### src/beq_pkg.sv
// Shared constants, event types and slot types of the button and encoder event queue.
package beq_pkg;

	localparam int Buttons    = 4;
	localparam int QueueDepth = 8;
	localparam int LevelW     = 4;
	localparam int NSlots     = Buttons + 1;
	localparam int PtrW       = (QueueDepth > 1) ? $clog2(QueueDepth) : 1;
	localparam int CntW       = $clog2(QueueDepth + NSlots + 1);
	localparam int PaddrW     = 3;
	localparam int PosW       = 30;

	localparam logic [15:0] RstLongPress = 16'd500;
	localparam logic [7:0]  RstSettle    = 8'd10;

	typedef enum logic [1:0] {
		KIND_TURN  = 2'd0,
		KIND_SHORT = 2'd1,
		KIND_LONG  = 2'd2
	} kind_t;

	typedef struct packed {
		kind_t       kind;
		logic [1:0]  button;
		logic [7:0]  delta;
	} event_t;

	// One candidate event produced by a lane for the current poll.
	typedef struct packed {
		logic   hit;
		event_t ev;
	} slot_t;

	typedef logic [PtrW-1:0] ptr_t;
	typedef logic [CntW-1:0] cnt_t;

endpackage

### src/beq_if.sv
// Poll and event channel interfaces with valid/ready handshake.
interface beq_poll_if;
	logic               valid;
	logic               ready;
	logic [31:0]        now_ms;
	logic [3:0]         button_levels;
	logic signed [31:0] encoder_count;

	modport source (output valid, output now_ms, output button_levels,
		output encoder_count, input ready);
	modport sink (input valid, input now_ms, input button_levels,
		input encoder_count, output ready);
endinterface

interface beq_event_if;
	logic              valid;
	logic              ready;
	logic              event_valid;
	logic [1:0]        event_kind;
	logic [1:0]        button_index;
	logic signed [7:0] turn_delta;

	modport source (output valid, output event_valid, output event_kind,
		output button_index, output turn_delta, input ready);
	modport sink (input valid, input event_valid, input event_kind,
		input button_index, input turn_delta, output ready);
endinterface

### src/button_encoder_event_queue_top.sv
// Top level of the button debounce and encoder event queue.
//
//   channel  dir  handshake            payload
//   poll     in   valid/ready          now_ms, button_levels, encoder_count
//   evt      out  valid/ready          event_valid, event_kind, button_index, turn_delta
//   apb      in   psel/penable/pready  hold time @ 0x0, settle time @ 0x4
//
// One poll per cycle sustained while evt is not stalled; each result passes through the
// lane register, then the output register, before it is offered on evt.
// The button and encoder lanes update in the accept cycle; the merge stage
// writes up to one event per lane into the queue and pops at most one in the same cycle.
// The output register stalls the merge stage, which in turn stalls the poll side.
// Reset clears all lane state, queue pointers and valids; no clearing pass.
module button_encoder_event_queue_top (
	input  logic                        clk,
	input  logic                        arst_n,
	beq_poll_if.sink                    poll,
	beq_event_if.source                 evt,
	input  logic                        psel,
	input  logic                        penable,
	input  logic                        pwrite,
	input  logic [beq_pkg::PaddrW-1:0]  paddr,
	input  logic [31:0]                 pwdata,
	output logic [31:0]                 prdata,
	output logic                        pready
);
	import beq_pkg::*;

	localparam logic REG_LONG_PRESS = 1'b0;
	localparam logic REG_SETTLE     = 1'b1;

	logic [15:0] long_press_q;
	logic [7:0]  settle_q;
	logic        cfg_wr;
	logic        reg_sel;

	logic        accept;
	logic        s1_valid_q;
	logic        s1_take;
	slot_t       slots [NSlots];

	// Decode configuration writes and reads
	assign pready  = 1'b1;
	assign reg_sel = paddr[PaddrW-1];
	assign cfg_wr  = psel && penable && pwrite && pready;

	always_ff @(posedge clk or negedge arst_n) begin
		if (!arst_n) begin
			long_press_q <= RstLongPress;
			settle_q     <= RstSettle;
		end else if (cfg_wr) begin
			unique case (reg_sel)
				REG_LONG_PRESS: long_press_q <= pwdata[15:0];
				REG_SETTLE:     settle_q     <= pwdata[7:0];
				default:        ;
			endcase
		end
	end

	always_comb begin
		unique case (reg_sel)
			REG_LONG_PRESS: prdata = {16'd0, long_press_q};
			REG_SETTLE:     prdata = {24'd0, settle_q};
			default:        prdata = '0;
		endcase
	end

	// Accept a poll when the lane outputs are free or moving on
	assign poll.ready = !s1_valid_q || s1_take;
	assign accept     = poll.valid && poll.ready;

	always_ff @(posedge clk or negedge arst_n) begin
		if (!arst_n) begin
			s1_valid_q <= 1'b0;
		end else if (accept) begin
			s1_valid_q <= 1'b1;
		end else if (s1_take) begin
			s1_valid_q <= 1'b0;
		end
	end

	// Encoder lane takes the first slot so turns queue ahead of presses
	beq_encoder_lane u_enc (
		.clk           (clk),
		.arst_n        (arst_n),
		.load          (accept),
		.encoder_count (poll.encoder_count),
		.slot_s1       (slots[0])
	);

	// One lane per button, buttons beyond the level field read as released
	for (genvar i = 0; i < Buttons; i++) begin : g_btn
		logic raw;
		if (i < LevelW) begin : g_lvl
			assign raw = poll.button_levels[i];
		end else begin : g_zero
			assign raw = 1'b0;
		end

		beq_button_lane u_btn (
			.clk           (clk),
			.arst_n        (arst_n),
			.load          (accept),
			.raw           (raw),
			.now_ms        (poll.now_ms),
			.settle_ms     (settle_q),
			.hold_ms       (long_press_q),
			.button_id     (2'(i)),
			.slot_s1       (slots[i+1])
		);
	end

	beq_merge u_merge (
		.clk      (clk),
		.arst_n   (arst_n),
		.s1_valid (s1_valid_q),
		.slots    (slots),
		.s1_take  (s1_take),
		.evt      (evt)
	);

endmodule

### src/beq_encoder_lane.sv
// Encoder lane: detent position tracking and turn event detection.
module beq_encoder_lane (
	input  logic               clk,
	input  logic               arst_n,
	input  logic               load,
	input  logic signed [31:0] encoder_count,
	output beq_pkg::slot_t     slot_s1
);
	import beq_pkg::*;

	logic [31:0]     biased;
	logic [PosW-1:0] pos;
	logic [PosW-1:0] diff;
	logic [PosW-1:0] base_q;
	logic            turn;

	// Divide by four, truncating toward zero: bias negatives by three first
	always_comb begin
		biased = encoder_count + {30'd0, {2{encoder_count[31]}}};
		pos    = biased[31:2];
		diff   = pos - base_q;
		turn   = (pos != base_q);
	end

	// Track the baseline detent, moved only when a turn is reported
	always_ff @(posedge clk or negedge arst_n) begin
		if (!arst_n) begin
			base_q <= '0;
		end else if (load && turn) begin
			base_q <= pos;
		end
	end

	// Capture the turn candidate for the merge stage
	always_ff @(posedge clk or negedge arst_n) begin
		if (!arst_n) begin
			slot_s1 <= '0;
		end else if (load) begin
			slot_s1.hit       <= turn;
			slot_s1.ev.kind   <= KIND_TURN;
			slot_s1.ev.button <= 2'd0;
			slot_s1.ev.delta  <= diff[7:0];
		end
	end

endmodule

### src/beq_button_lane.sv
// Button lane: settle-time debounce, short press on release, long press on hold.
module beq_button_lane (
	input  logic           clk,
	input  logic           arst_n,
	input  logic           load,
	input  logic           raw,
	input  logic [31:0]    now_ms,
	input  logic [7:0]     settle_ms,
	input  logic [15:0]    hold_ms,
	input  logic [1:0]     button_id,
	output beq_pkg::slot_t slot_s1
);
	import beq_pkg::*;

	logic        level_last_q;
	logic [31:0] change_time_q;
	logic        debounced_q;
	logic [31:0] press_time_q;
	logic        long_done_q;

	logic        changed;
	logic        settled;
	logic        press;
	logic        release_ev;
	logic        deb_n;
	logic        long_done_n;
	logic [31:0] hold_el;
	logic        long_ev;
	logic        short_ev;

	// Evaluate the debounce window and the hold time for this poll
	always_comb begin
		changed     = (raw != level_last_q);
		settled     = changed ? (settle_ms == 8'd0)
			: ((now_ms - change_time_q) >= {24'd0, settle_ms});
		press       = settled && raw && !debounced_q;
		release_ev  = settled && !raw && debounced_q;
		deb_n       = press ? 1'b1 : (release_ev ? 1'b0 : debounced_q);
		long_done_n = press ? 1'b0 : long_done_q;
		hold_el     = press ? 32'd0 : (now_ms - press_time_q);
		long_ev     = deb_n && !long_done_n && (hold_el >= {16'd0, hold_ms});
		short_ev    = release_ev && !long_done_q;
	end

	// Advance the lane state on each accepted poll
	always_ff @(posedge clk or negedge arst_n) begin
		if (!arst_n) begin
			level_last_q  <= 1'b0;
			change_time_q <= '0;
			debounced_q   <= 1'b0;
			press_time_q  <= '0;
			long_done_q   <= 1'b0;
		end else if (load) begin
			level_last_q <= raw;
			if (changed) begin
				change_time_q <= now_ms;
			end
			debounced_q <= deb_n;
			if (press) begin
				press_time_q <= now_ms;
			end
			long_done_q <= long_ev ? 1'b1 : long_done_n;
		end
	end

	// Capture the press candidate for the merge stage
	always_ff @(posedge clk or negedge arst_n) begin
		if (!arst_n) begin
			slot_s1 <= '0;
		end else if (load) begin
			slot_s1.hit       <= long_ev || short_ev;
			slot_s1.ev.kind   <= long_ev ? KIND_LONG : KIND_SHORT;
			slot_s1.ev.button <= button_id;
			slot_s1.ev.delta  <= 8'd0;
		end
	end

endmodule

### src/beq_merge.sv
// Merge stage: packs lane events into the event queue in order, pops at most one per poll.
module beq_merge (
	input  logic                clk,
	input  logic                arst_n,
	input  logic                s1_valid,
	input  beq_pkg::slot_t      slots [beq_pkg::NSlots],
	output logic                s1_take,
	beq_event_if.source         evt
);
	import beq_pkg::*;

	localparam cnt_t Depth   = cnt_t'(QueueDepth);
	localparam cnt_t DepthM1 = cnt_t'(QueueDepth - 1);
	localparam ptr_t LastPtr = ptr_t'(QueueDepth - 1);

	event_t store_q [QueueDepth];
	ptr_t   rp_q;
	ptr_t   wp_q;

	logic   out_valid_q;
	logic   out_hit_q;
	event_t out_ev_q;

	cnt_t   occ;
	cnt_t   free_slots;
	cnt_t   rank;
	cnt_t   addr_sum;
	logic   acc   [NSlots];
	ptr_t   addr  [NSlots];
	cnt_t   n_acc;
	cnt_t   wp_sum;
	ptr_t   wp_n;
	ptr_t   rp_n;
	event_t first_ev;
	logic   pop_some;
	event_t pop_ev;

	assign s1_take = s1_valid && (!out_valid_q || evt.ready);

	// Rank the candidates, keep those that fit, find the pop entry
	always_comb begin
		occ        = (wp_q >= rp_q) ? (cnt_t'(wp_q) - cnt_t'(rp_q))
			: (cnt_t'(wp_q) + Depth - cnt_t'(rp_q));
		free_slots = DepthM1 - occ;
		rank       = '0;
		first_ev   = '0;
		for (int j = 0; j < NSlots; j++) begin
			acc[j]   = slots[j].hit && (rank < free_slots);
			addr_sum = cnt_t'(wp_q) + rank;
			addr[j]  = (addr_sum >= Depth) ? ptr_t'(addr_sum - Depth) : ptr_t'(addr_sum);
			rank     = rank + cnt_t'(slots[j].hit);
		end
		for (int j = NSlots - 1; j >= 0; j--) begin
			if (slots[j].hit) begin
				first_ev = slots[j].ev;
			end
		end
		n_acc    = (rank < free_slots) ? rank : free_slots;
		wp_sum   = cnt_t'(wp_q) + n_acc;
		wp_n     = (wp_sum >= Depth) ? ptr_t'(wp_sum - Depth) : ptr_t'(wp_sum);
		pop_some = (rp_q != wp_n);
		// An empty queue pops the first event written in this same poll
		pop_ev   = (occ == '0) ? first_ev : store_q[rp_q];
		rp_n     = pop_some ? ((rp_q == LastPtr) ? '0 : rp_q + ptr_t'(1)) : rp_q;
	end

	// Write accepted events into their queue entries
	always_ff @(posedge clk) begin
		for (int k = 0; k < QueueDepth; k++) begin
			for (int j = 0; j < NSlots; j++) begin
				if (s1_take && acc[j] && (addr[j] == ptr_t'(k))) begin
					store_q[k] <= slots[j].ev;
				end
			end
		end
	end

	// Advance the queue pointers and the output valid
	always_ff @(posedge clk or negedge arst_n) begin
		if (!arst_n) begin
			rp_q        <= '0;
			wp_q        <= '0;
			out_valid_q <= 1'b0;
		end else if (s1_take) begin
			rp_q        <= rp_n;
			wp_q        <= wp_n;
			out_valid_q <= 1'b1;
		end else if (evt.ready) begin
			out_valid_q <= 1'b0;
		end
	end

	// Hold the result item until it is taken
	always_ff @(posedge clk) begin
		if (s1_take) begin
			out_hit_q <= pop_some;
			out_ev_q  <= pop_some ? pop_ev : '0;
		end
	end

	assign evt.valid        = out_valid_q;
	assign evt.event_valid  = out_hit_q;
	assign evt.event_kind   = out_ev_q.kind;
	assign evt.button_index = out_ev_q.button;
	assign evt.turn_delta   = $signed(out_ev_q.delta);

endmodule

### src/flat_wrapper.sv
// flat-port wrapper written by rule: the top's interface ports become plain ports
module button_encoder_event_queue_top_flat import beq_pkg::*;
  (clk, arst_n, psel, penable, pwrite, paddr, pwdata, prdata, pready, poll_valid, poll_now_ms, poll_button_levels, poll_encoder_count, poll_ready, evt_valid, evt_event_valid, evt_event_kind, evt_button_index, evt_turn_delta, evt_ready);
  beq_poll_if poll_i ();
  beq_event_if evt_i ();
  input  logic clk;
  input  logic arst_n;
  input  logic psel;
  input  logic penable;
  input  logic pwrite;
  input  logic [beq_pkg::PaddrW-1:0] paddr;
  input  logic [31:0] pwdata;
  output logic [31:0] prdata;
  output logic pready;
  input wire logic [$bits(poll_i.valid)-1:0] poll_valid;
  input wire logic [$bits(poll_i.now_ms)-1:0] poll_now_ms;
  input wire logic [$bits(poll_i.button_levels)-1:0] poll_button_levels;
  input wire logic [$bits(poll_i.encoder_count)-1:0] poll_encoder_count;
  output wire logic [$bits(poll_i.ready)-1:0] poll_ready;
  output wire logic [$bits(evt_i.valid)-1:0] evt_valid;
  output wire logic [$bits(evt_i.event_valid)-1:0] evt_event_valid;
  output wire logic [$bits(evt_i.event_kind)-1:0] evt_event_kind;
  output wire logic [$bits(evt_i.button_index)-1:0] evt_button_index;
  output wire logic [$bits(evt_i.turn_delta)-1:0] evt_turn_delta;
  input wire logic [$bits(evt_i.ready)-1:0] evt_ready;
  assign poll_i.valid = poll_valid;
  assign poll_i.now_ms = poll_now_ms;
  assign poll_i.button_levels = poll_button_levels;
  assign poll_i.encoder_count = poll_encoder_count;
  assign poll_ready = poll_i.ready;
  assign evt_valid = evt_i.valid;
  assign evt_event_valid = evt_i.event_valid;
  assign evt_event_kind = evt_i.event_kind;
  assign evt_button_index = evt_i.button_index;
  assign evt_turn_delta = evt_i.turn_delta;
  assign evt_i.ready = evt_ready;
  button_encoder_event_queue_top u_core (.clk(clk), .arst_n(arst_n), .poll(poll_i), .evt(evt_i), .psel(psel), .penable(penable), .pwrite(pwrite), .paddr(paddr), .pwdata(pwdata), .prdata(prdata), .pready(pready));
endmodule
### config.mk
export PLATFORM = sky130hd
export DESIGN_NAME = button_encoder_event_queue_top_flat
export DESIGN_NICKNAME = d
export VERILOG_FILES = /design/src/beq_pkg.sv /design/src/beq_if.sv /design/src/button_encoder_event_queue_top.sv /design/src/beq_encoder_lane.sv /design/src/beq_button_lane.sv /design/src/beq_merge.sv /design/src/flat_wrapper.sv
export SDC_FILE = /design/constraint.sdc
export NUM_CORES = 2
export LEC_CHECK = 0
export CAP_MARGIN = 20
export CORE_UTILIZATION = 40
export DETAILED_ROUTE_END_ITERATION = 10
export DONT_BUFFER_PORTS = 1
export GPL_ROUTABILITY_DRIVEN = 0
export GPL_TIMING_DRIVEN = 0
export PLACE_DENSITY = 0.59
export SLEW_MARGIN = 20
export SYNTH_ARGS = -nofsm -noshare
export SYNTH_HDL_FRONTEND = slang
export SYNTH_SLANG_ARGS = --single-unit
### constraint.sdc
create_clock -name clk -period 15 [get_ports clk]
set_input_delay 3 -clock clk [delete_from_list [all_inputs] [get_ports clk]]
set_output_delay 3 -clock clk [all_outputs]
set_load 0.05 [all_outputs]
# [Yosys cells after proc, flatten, opt, wreduce, memory -nomap -nowiden]
# Memory sizes are Yosys's and may differ from the RTL's.
# Cells that the tools add are included.
[word_totals] register_bits=366 n_memories=1 output_inout_bits=48 ramBits=96 input_bits=110
[mem_list] memory="u_core.u_merge.store_q" words=8 width=12 rd=1 rd_ports_with_merged_regs=0 write_ports=8 line="beq_merge.sv:16" rtl="event_t store_q [QueueDepth];"
[op_classes] order_cmp=21 n_mux=160 n_bitwise=33 n_eq_ne=42 n_addsub=30 n_reduce_logical=127
[op_table] operator="$mux 12" count=38
[op_table] operator="$sub 32x32->32" count=8
[op_table] operator="$ge 32x16->1" count=4
[op_table] operator="$ge 32x8->1" count=4
[op_table] operator="$mux 32" count=4
[op_table] operator="$mux 1" count=104
[op_table] operator="$logic_and 1x1->1" count=83
[op_table] operator="$pmux 32 s2" count=1
[op_table] operator="$eq 3x3->1 const B" count=21
[op_table] operator="$add 32x2->32" count=1
[op_table] operator="$or 1x1->1" count=32
[op_table] operator="$eq 3x2->1 const B" count=10
[op_table] operator="$ne 30x30->1" count=1
[op_table] operator="$reduce_and 2->1" count=11
[op_table] operator="$mux 3" count=7
[op_table] operator="$ge 4x4->1 const B" count=5
[op_table] operator="$logic_not 1->1" count=18
[op_table] operator="$sub 3x1->3 const B" count=6
[op_table] operator="$eq 3x1->1 const B" count=5
[op_table] operator="$logic_not 3->1" count=5
[op_table] operator="$add 3x1->4" count=2
[op_table] operator="$add 3x4->4" count=2
[op_table] operator="$logic_not 8->1" count=1
[op_table] operator="$lt 4x4->1" count=2
[op_table] operator="25 further kinds" count=38

# [Logic depth before layout (Yosys ltp)]
[logic_depth] depth_word=14 depth_mapped=31 mapped_depth_nobuf=30

# [Hierarchy]
# Synthesis repeated with hierarchy kept, for this count alone.
[hier_totals] cells_unflattened=5005 area_unflattened_um2=44955.6
[modules_own_cells] mod="beq_button_lane at u_core.g_btn[0].u_btn ..." instances=3 area_each_um2=7551.0 seq_area_each_um2=1801.7 cells_each=875
[modules_own_cells] mod="beq_merge" instances=1 area_each_um2=10044.6 seq_area_each_um2=3448.3 cells_each=1057
[modules_own_cells] mod="beq_button_lane at u_core.g_btn[1].u_btn" instances=1 area_each_um2=7557.2 seq_area_each_um2=1801.7 cells_each=879
[modules_own_cells] mod="beq_encoder_lane" instances=1 area_each_um2=3399.5 seq_area_each_um2=975.9 cells_each=352
[modules_own_cells] mod="button_encoder_event_queue_top" instances=1 area_each_um2=1301.2 seq_area_each_um2=635.6 cells_each=92

# [Least setup slack after synthesis]
# Ideal clock, no wire load.
[synth_path] path_type="input to register" start="input poll_now_ms[1]" end="register u_core.g_btn[1].u_btn.slot_s1[12] in the netlist's numbering" t_arrival_ns=9.196 setup_time_ns=0.126 path_slack_ns=5.678 path_buffers=2 required_time_ns=14.874 path_stages=27 path_cell_list="clkinv_1 fa_1 nand2b_1 a21oi_1 nor2_1 xnor2_1 ha_1 a21o_1 a21oi_1 o2111ai_1 or4_1 or4_1 or4_1 buf_6 clkbuf_1 a21oi_1 ha_1 a21o_1 a221o_1 a221oi_1 o31ai_1 nor4_1 nand2_1 nor4_1 and4_1 nor3_2 a221o_1"
[synth_via] elab_chain_cells=10 elab_cells_between_ends=18 cone_classes="add/sub: 2; order compare: 2; mux: 5; reduce/logical: 9"
[synth_rtl] item="start: declaration" line="flat_wrapper.sv:16" rtl="input wire logic [$bits(poll_i.now_ms)-1:0] poll_now_ms;"
[synth_rtl] item="parallel branches: the longest is 9 deep, another holds $sub 32x32->32"
[synth_rtl] item="$logic_or 1x1->1 *" line="beq_button_lane.sv:71" rtl="slot_s1.hit <= long_ev || short_ev;"
[synth_rtl] item="end: declaration" line="beq_button_lane.sv:11" rtl="output beq_pkg::slot_t slot_s1"
# Mark *: on every way between the ends.
# A chain may end at the register's enable or synchronous reset.

# [Worst setup path in the final report]
[layout_path] start="input poll_now_ms[1]" end="register u_core.g_btn[2].u_btn.slot_s1[12] in the netlist's numbering"
[layout_via] elab_chain_cells=10 elab_cells_between_ends=18 cone_classes="add/sub: 2; order compare: 2; mux: 5; reduce/logical: 9"
[layout_rtl] item="parallel branches: the longest is 9 deep, another holds $sub 32x32->32"
[layout_rtl] item="$logic_or 1x1->1 *" line="beq_button_lane.sv:71"
[layout_rtl] item="end: declaration" line="beq_button_lane.sv:11"
# Marked as above.

==> impl_metrics.yaml <==
clocking:
  clockRootBuffer: "clkbuf_16"
  ctsResizeCount: 0
  cts_tree: "yes"
  clock_latency_ns: 0.69
  clock_path_buffers: 3
  cts_max_level: 2
  post_cts_buffers: 0
  ctsHoldBuffers: 0
  clkSinkCount: 461
  cts_made_buffers: 58
  path_clk_slew_ns: 0.06
global_route:
  antenna_found_initial: 10
  grt_overflow: 0
  grtUsageTotal_pct: 23.2
  grt_start_max_net_pins: 353
  grt_pass1_wl_mm: 188
  grt_pass1_vias: 32057
setup_path:
  crit_family: "simple AND/OR/NAND/NOR gates"
  path_buf_inv: 3
  crit_slowest_cell: "nor4_2"
  worstSetupPathType: "in2reg"
  path_common_cell: "o21ai_0"
  regToRegEndpoint: "u_core.g_btn[2].u_btn.slot_s1[12]"
  critPathCaptureType: "flop"
  cp_data_required_time_ns: 15.55
  max_stage_delay_ns: 0.85
  cp-start-kind: "input port"
  cp_max_fo: 13
  reg2reg_depth: 29
  regToRegSetupSlack_ns: 6.91
  worstPathArrival_ns: 11.18
  r2r-start: "u_core.g_btn[2].u_btn.change_time_q[0]"
place:
  dpl_cell_area_um2: 42000
  io_buffers: 0
  dp.final_hpwl_mm: 87.3
  dp_slack_ns: 3.93
die:
  core-area_um2: 99000
  dieArea_um2: 102000
  ios: 158
  die_h_um: 319
  rows: 115
  chipWidth_um: 319
  start_util_pct: 40.6
layout:
  area_growth_pct: 9.46
  fillerInstances: 9723
  final_area_um2: 44000
  fin_nets: 5043
  drive_gt1_share_pct: 11.9
route:
  vias: 33901
  drc: 0
  via_per_inst: 5.77
  drtIter0Drc: 2642
  drt_pass1_iterations: 5
  ant_nets: 0
  drt_wl_total_mm: 120
  wl_per_cell_um: 20.4
min_path:
  min_path_type: "reg2reg"
  holdPathEnd: "u_core.g_btn[3].u_btn.press_time_q[1]"
  hold_depth: 2
  timing.hold.worst.start: "u_core.g_btn[3].u_btn.press_time_q[1]"
logic_synthesis:
  postSynthAreaPerCell_um2: 9.02
  async_flop_share_pct: 76.4
  seq_area_frac_synth_pct: 29.9
  synth_ff_type: "dfrtp_1"
  syn_area_um2: 40200
  syn_inst: 4456
  synth_cell_types: 105
  ys_warn_count: 0
  synth_edf_count: 101
  ys_ff_latch: 461
power_and_ir_drop:
  cellLeakagePower_nw: 19.4
  peakVddDrop_mv: 0.116
  powerDensity_nw_per_um2: 208
sta:
  max_slew_margin_pct: 21.0
  clock.fmax_mhz: 94.1
  tns_ns: 0
  min_period_over_period_pct: 70.9
  finalCriticalPeriod_ns: 10.63
  hold_viol_final: 0
  maxSlewViolCount: 0
  setup_viol: 0
  fin_ws_ns: 4.37
  clock-skew-final_ns: 0.0430
  tightest_slew_ns: 1.18
  rsz0062_at_grt: "false"
outcome:
  status: "finished clean"
flow_run:
  maxCapViolations: 0
==> synthesized netlist by cell type, types with 70 or more instances <==
master    count  share of area, %
a21o_1      142               2.7
o21ai_0     225               2.8
clkbuf_1    127               1.2
a21oi_1     372               4.6
ha_1        378                12
nand3_1      87               1.1
xnor2_1     130               2.8
and2_1      105               1.6
edfxtp_1    101               7.5
xor2_1       88               1.9
nand2_1     330               3.1
nor3_1       76              0.95
nand4_1      70               1.1
dfrtp_1     344                21
mux2_2      248               6.9
inv_1       370               3.5
nor2_1      247               2.3
==> stage by stage <==
step | instances | total power [mW] | hold WS [ns] | util [%]
global placement | 5758 | 7.53 | 0.464 | 42.3
CTS | 5873 | 9.17 | 0.492 | 44.5
floorplan | 4471 | 6.36 | 0.448 | -
global route | 5873 | 9.95 | 0.509 | 44.5
detailed placement | 5765 | 7.65 | 0.476 | 42.4
finish | 5876 | 9.18 | 0.495 | 44.5
==> registers in the layout, indices dropped and copies added, names as in the netlist <==
name	cells
u_core.u_merge.evt.button_index	2
u_core.s1_valid_q	1
u_core.u_merge.store_q	96
u_core.u_merge.evt.valid	1
u_core.u_merge.evt.event_valid	1
u_core.u_merge.wp_q	3
u_core.u_merge.evt.turn_delta	8
u_core.g_btn.u_btn.debounced_q	4
u_core.u_enc.slot_s1	9
u_core.long_press_q	16
u_core.u_merge.evt.event_kind	2
u_core.g_btn.u_btn.slot_s1	13
u_core.g_btn.u_btn.press_time_q	128
u_core.u_enc.base_q	30
u_core.settle_q	8
u_core.u_merge.rp_q	3
u_core.g_btn.u_btn.long_done_q	4
u_core.g_btn.u_btn.change_time_q	128
u_core.g_btn.u_btn.level_last_q	4
==> cells by family (layout without fill, tap and decap cells) <==
kind of cell    count (synthesis)  after routing  synth area share [%]
mux                           384            384                  11.8
xor+xnor                      218            218                  4.75
buf+inv                       555            670                  5.67
compound gates               1209           1209                  19.7
simple gates                 1232           1232                  15.7
fa+ha+maj                     395            395                  12.6
flops                         461            461                  29.9
other cells                     2             20                0.0187
==> tightest hold or removal path, delay by kind of cell, from the launching register on <==
kind | cells | cell delay [ns]
AND/OR/NAND/NOR | 1 | 0.05
flip-flops | 1 | 0.35
AO/OA/AOI/OAI | 1 | 0.06
==> routing by layer <==
layer	wire length [µm]	up-vias	GRT usage [%]
met5	0	-	0
met4	2920	0	5.81
met3	7380	162	2.98
met2	53700	915	37.1
met1	56000	16371	33.1
li1	-	16453	-
==> worst max path at each step <==
stage	from	end	slack, ns	cells after the start
final	poll_now_ms[1]	u_core.g_btn[2].u_btn.slot_s1[12]	4.37	29
after floorplan	poll_now_ms[1]	u_core.g_btn[1].u_btn.slot_s1[12]	5.68	27
after global routing	poll_now_ms[1]	u_core.g_btn[2].u_btn.slot_s1[12]	3.82	29
after global placement	poll_now_ms[1]	u_core.g_btn[2].u_btn.slot_s1[12]	3.89	29
after detailed placement	poll_now_ms[1]	u_core.g_btn[1].u_btn.slot_s1[12]	3.93	27
after CTS	poll_now_ms[1]	u_core.g_btn[2].u_btn.slot_s1[12]	4.58	29
==> power by group <==
part / leakage, nW / internal [mW] / switching, mW / total, mW
clock network: 0.968 / 0.846 / 0.620 / 1.47
logic: 13.3 / 2.38 / 3.18 / 5.56
registers: 5.17 / 1.82 / 0.337 / 2.15
==> layout make-up <==
type | instances | area, µm² | share of cell area (%)
inverters | 371 | 1390 | 3.16
plain buffers | 184 | 888 | 2.02
multi-input cells | 3455 | 26100 | 59.2
flip-flops and latches | 461 | 12000 | 27.3
well taps | 1287 | 1610 | 3.66
clock inverters | 35 | 399 | 0.907
repair buffers | 7 | 50.0 | 0.114
clock buffers | 73 | 1600 | 3.63
diodes | 3 | 7.51 | 0.0171
==> placed cells by master (no fill, tap or decap), types with 45 or more instances in the layout <==
cell and n:
clkbuf_1 133, nand3_1 87, dfrtp_1 344, a211oi_1 64, mux2i_1 51, nand2_1 330, nor2_1 247, and3_1 45
o21ai_0 212, a21o_1 142, mux2_2 248, a21oi_1 372, ha_1 378, xor2_1 88, edfxtp_1 101, inv_1 370
xnor2_1 130, nand2b_1 65, nor2b_1 46, nor3_1 76, clkbuf_16 58, nand4_1 70, and2_1 105, mux2_4 53
Note: power is estimated with default switching activity, not from simulation.
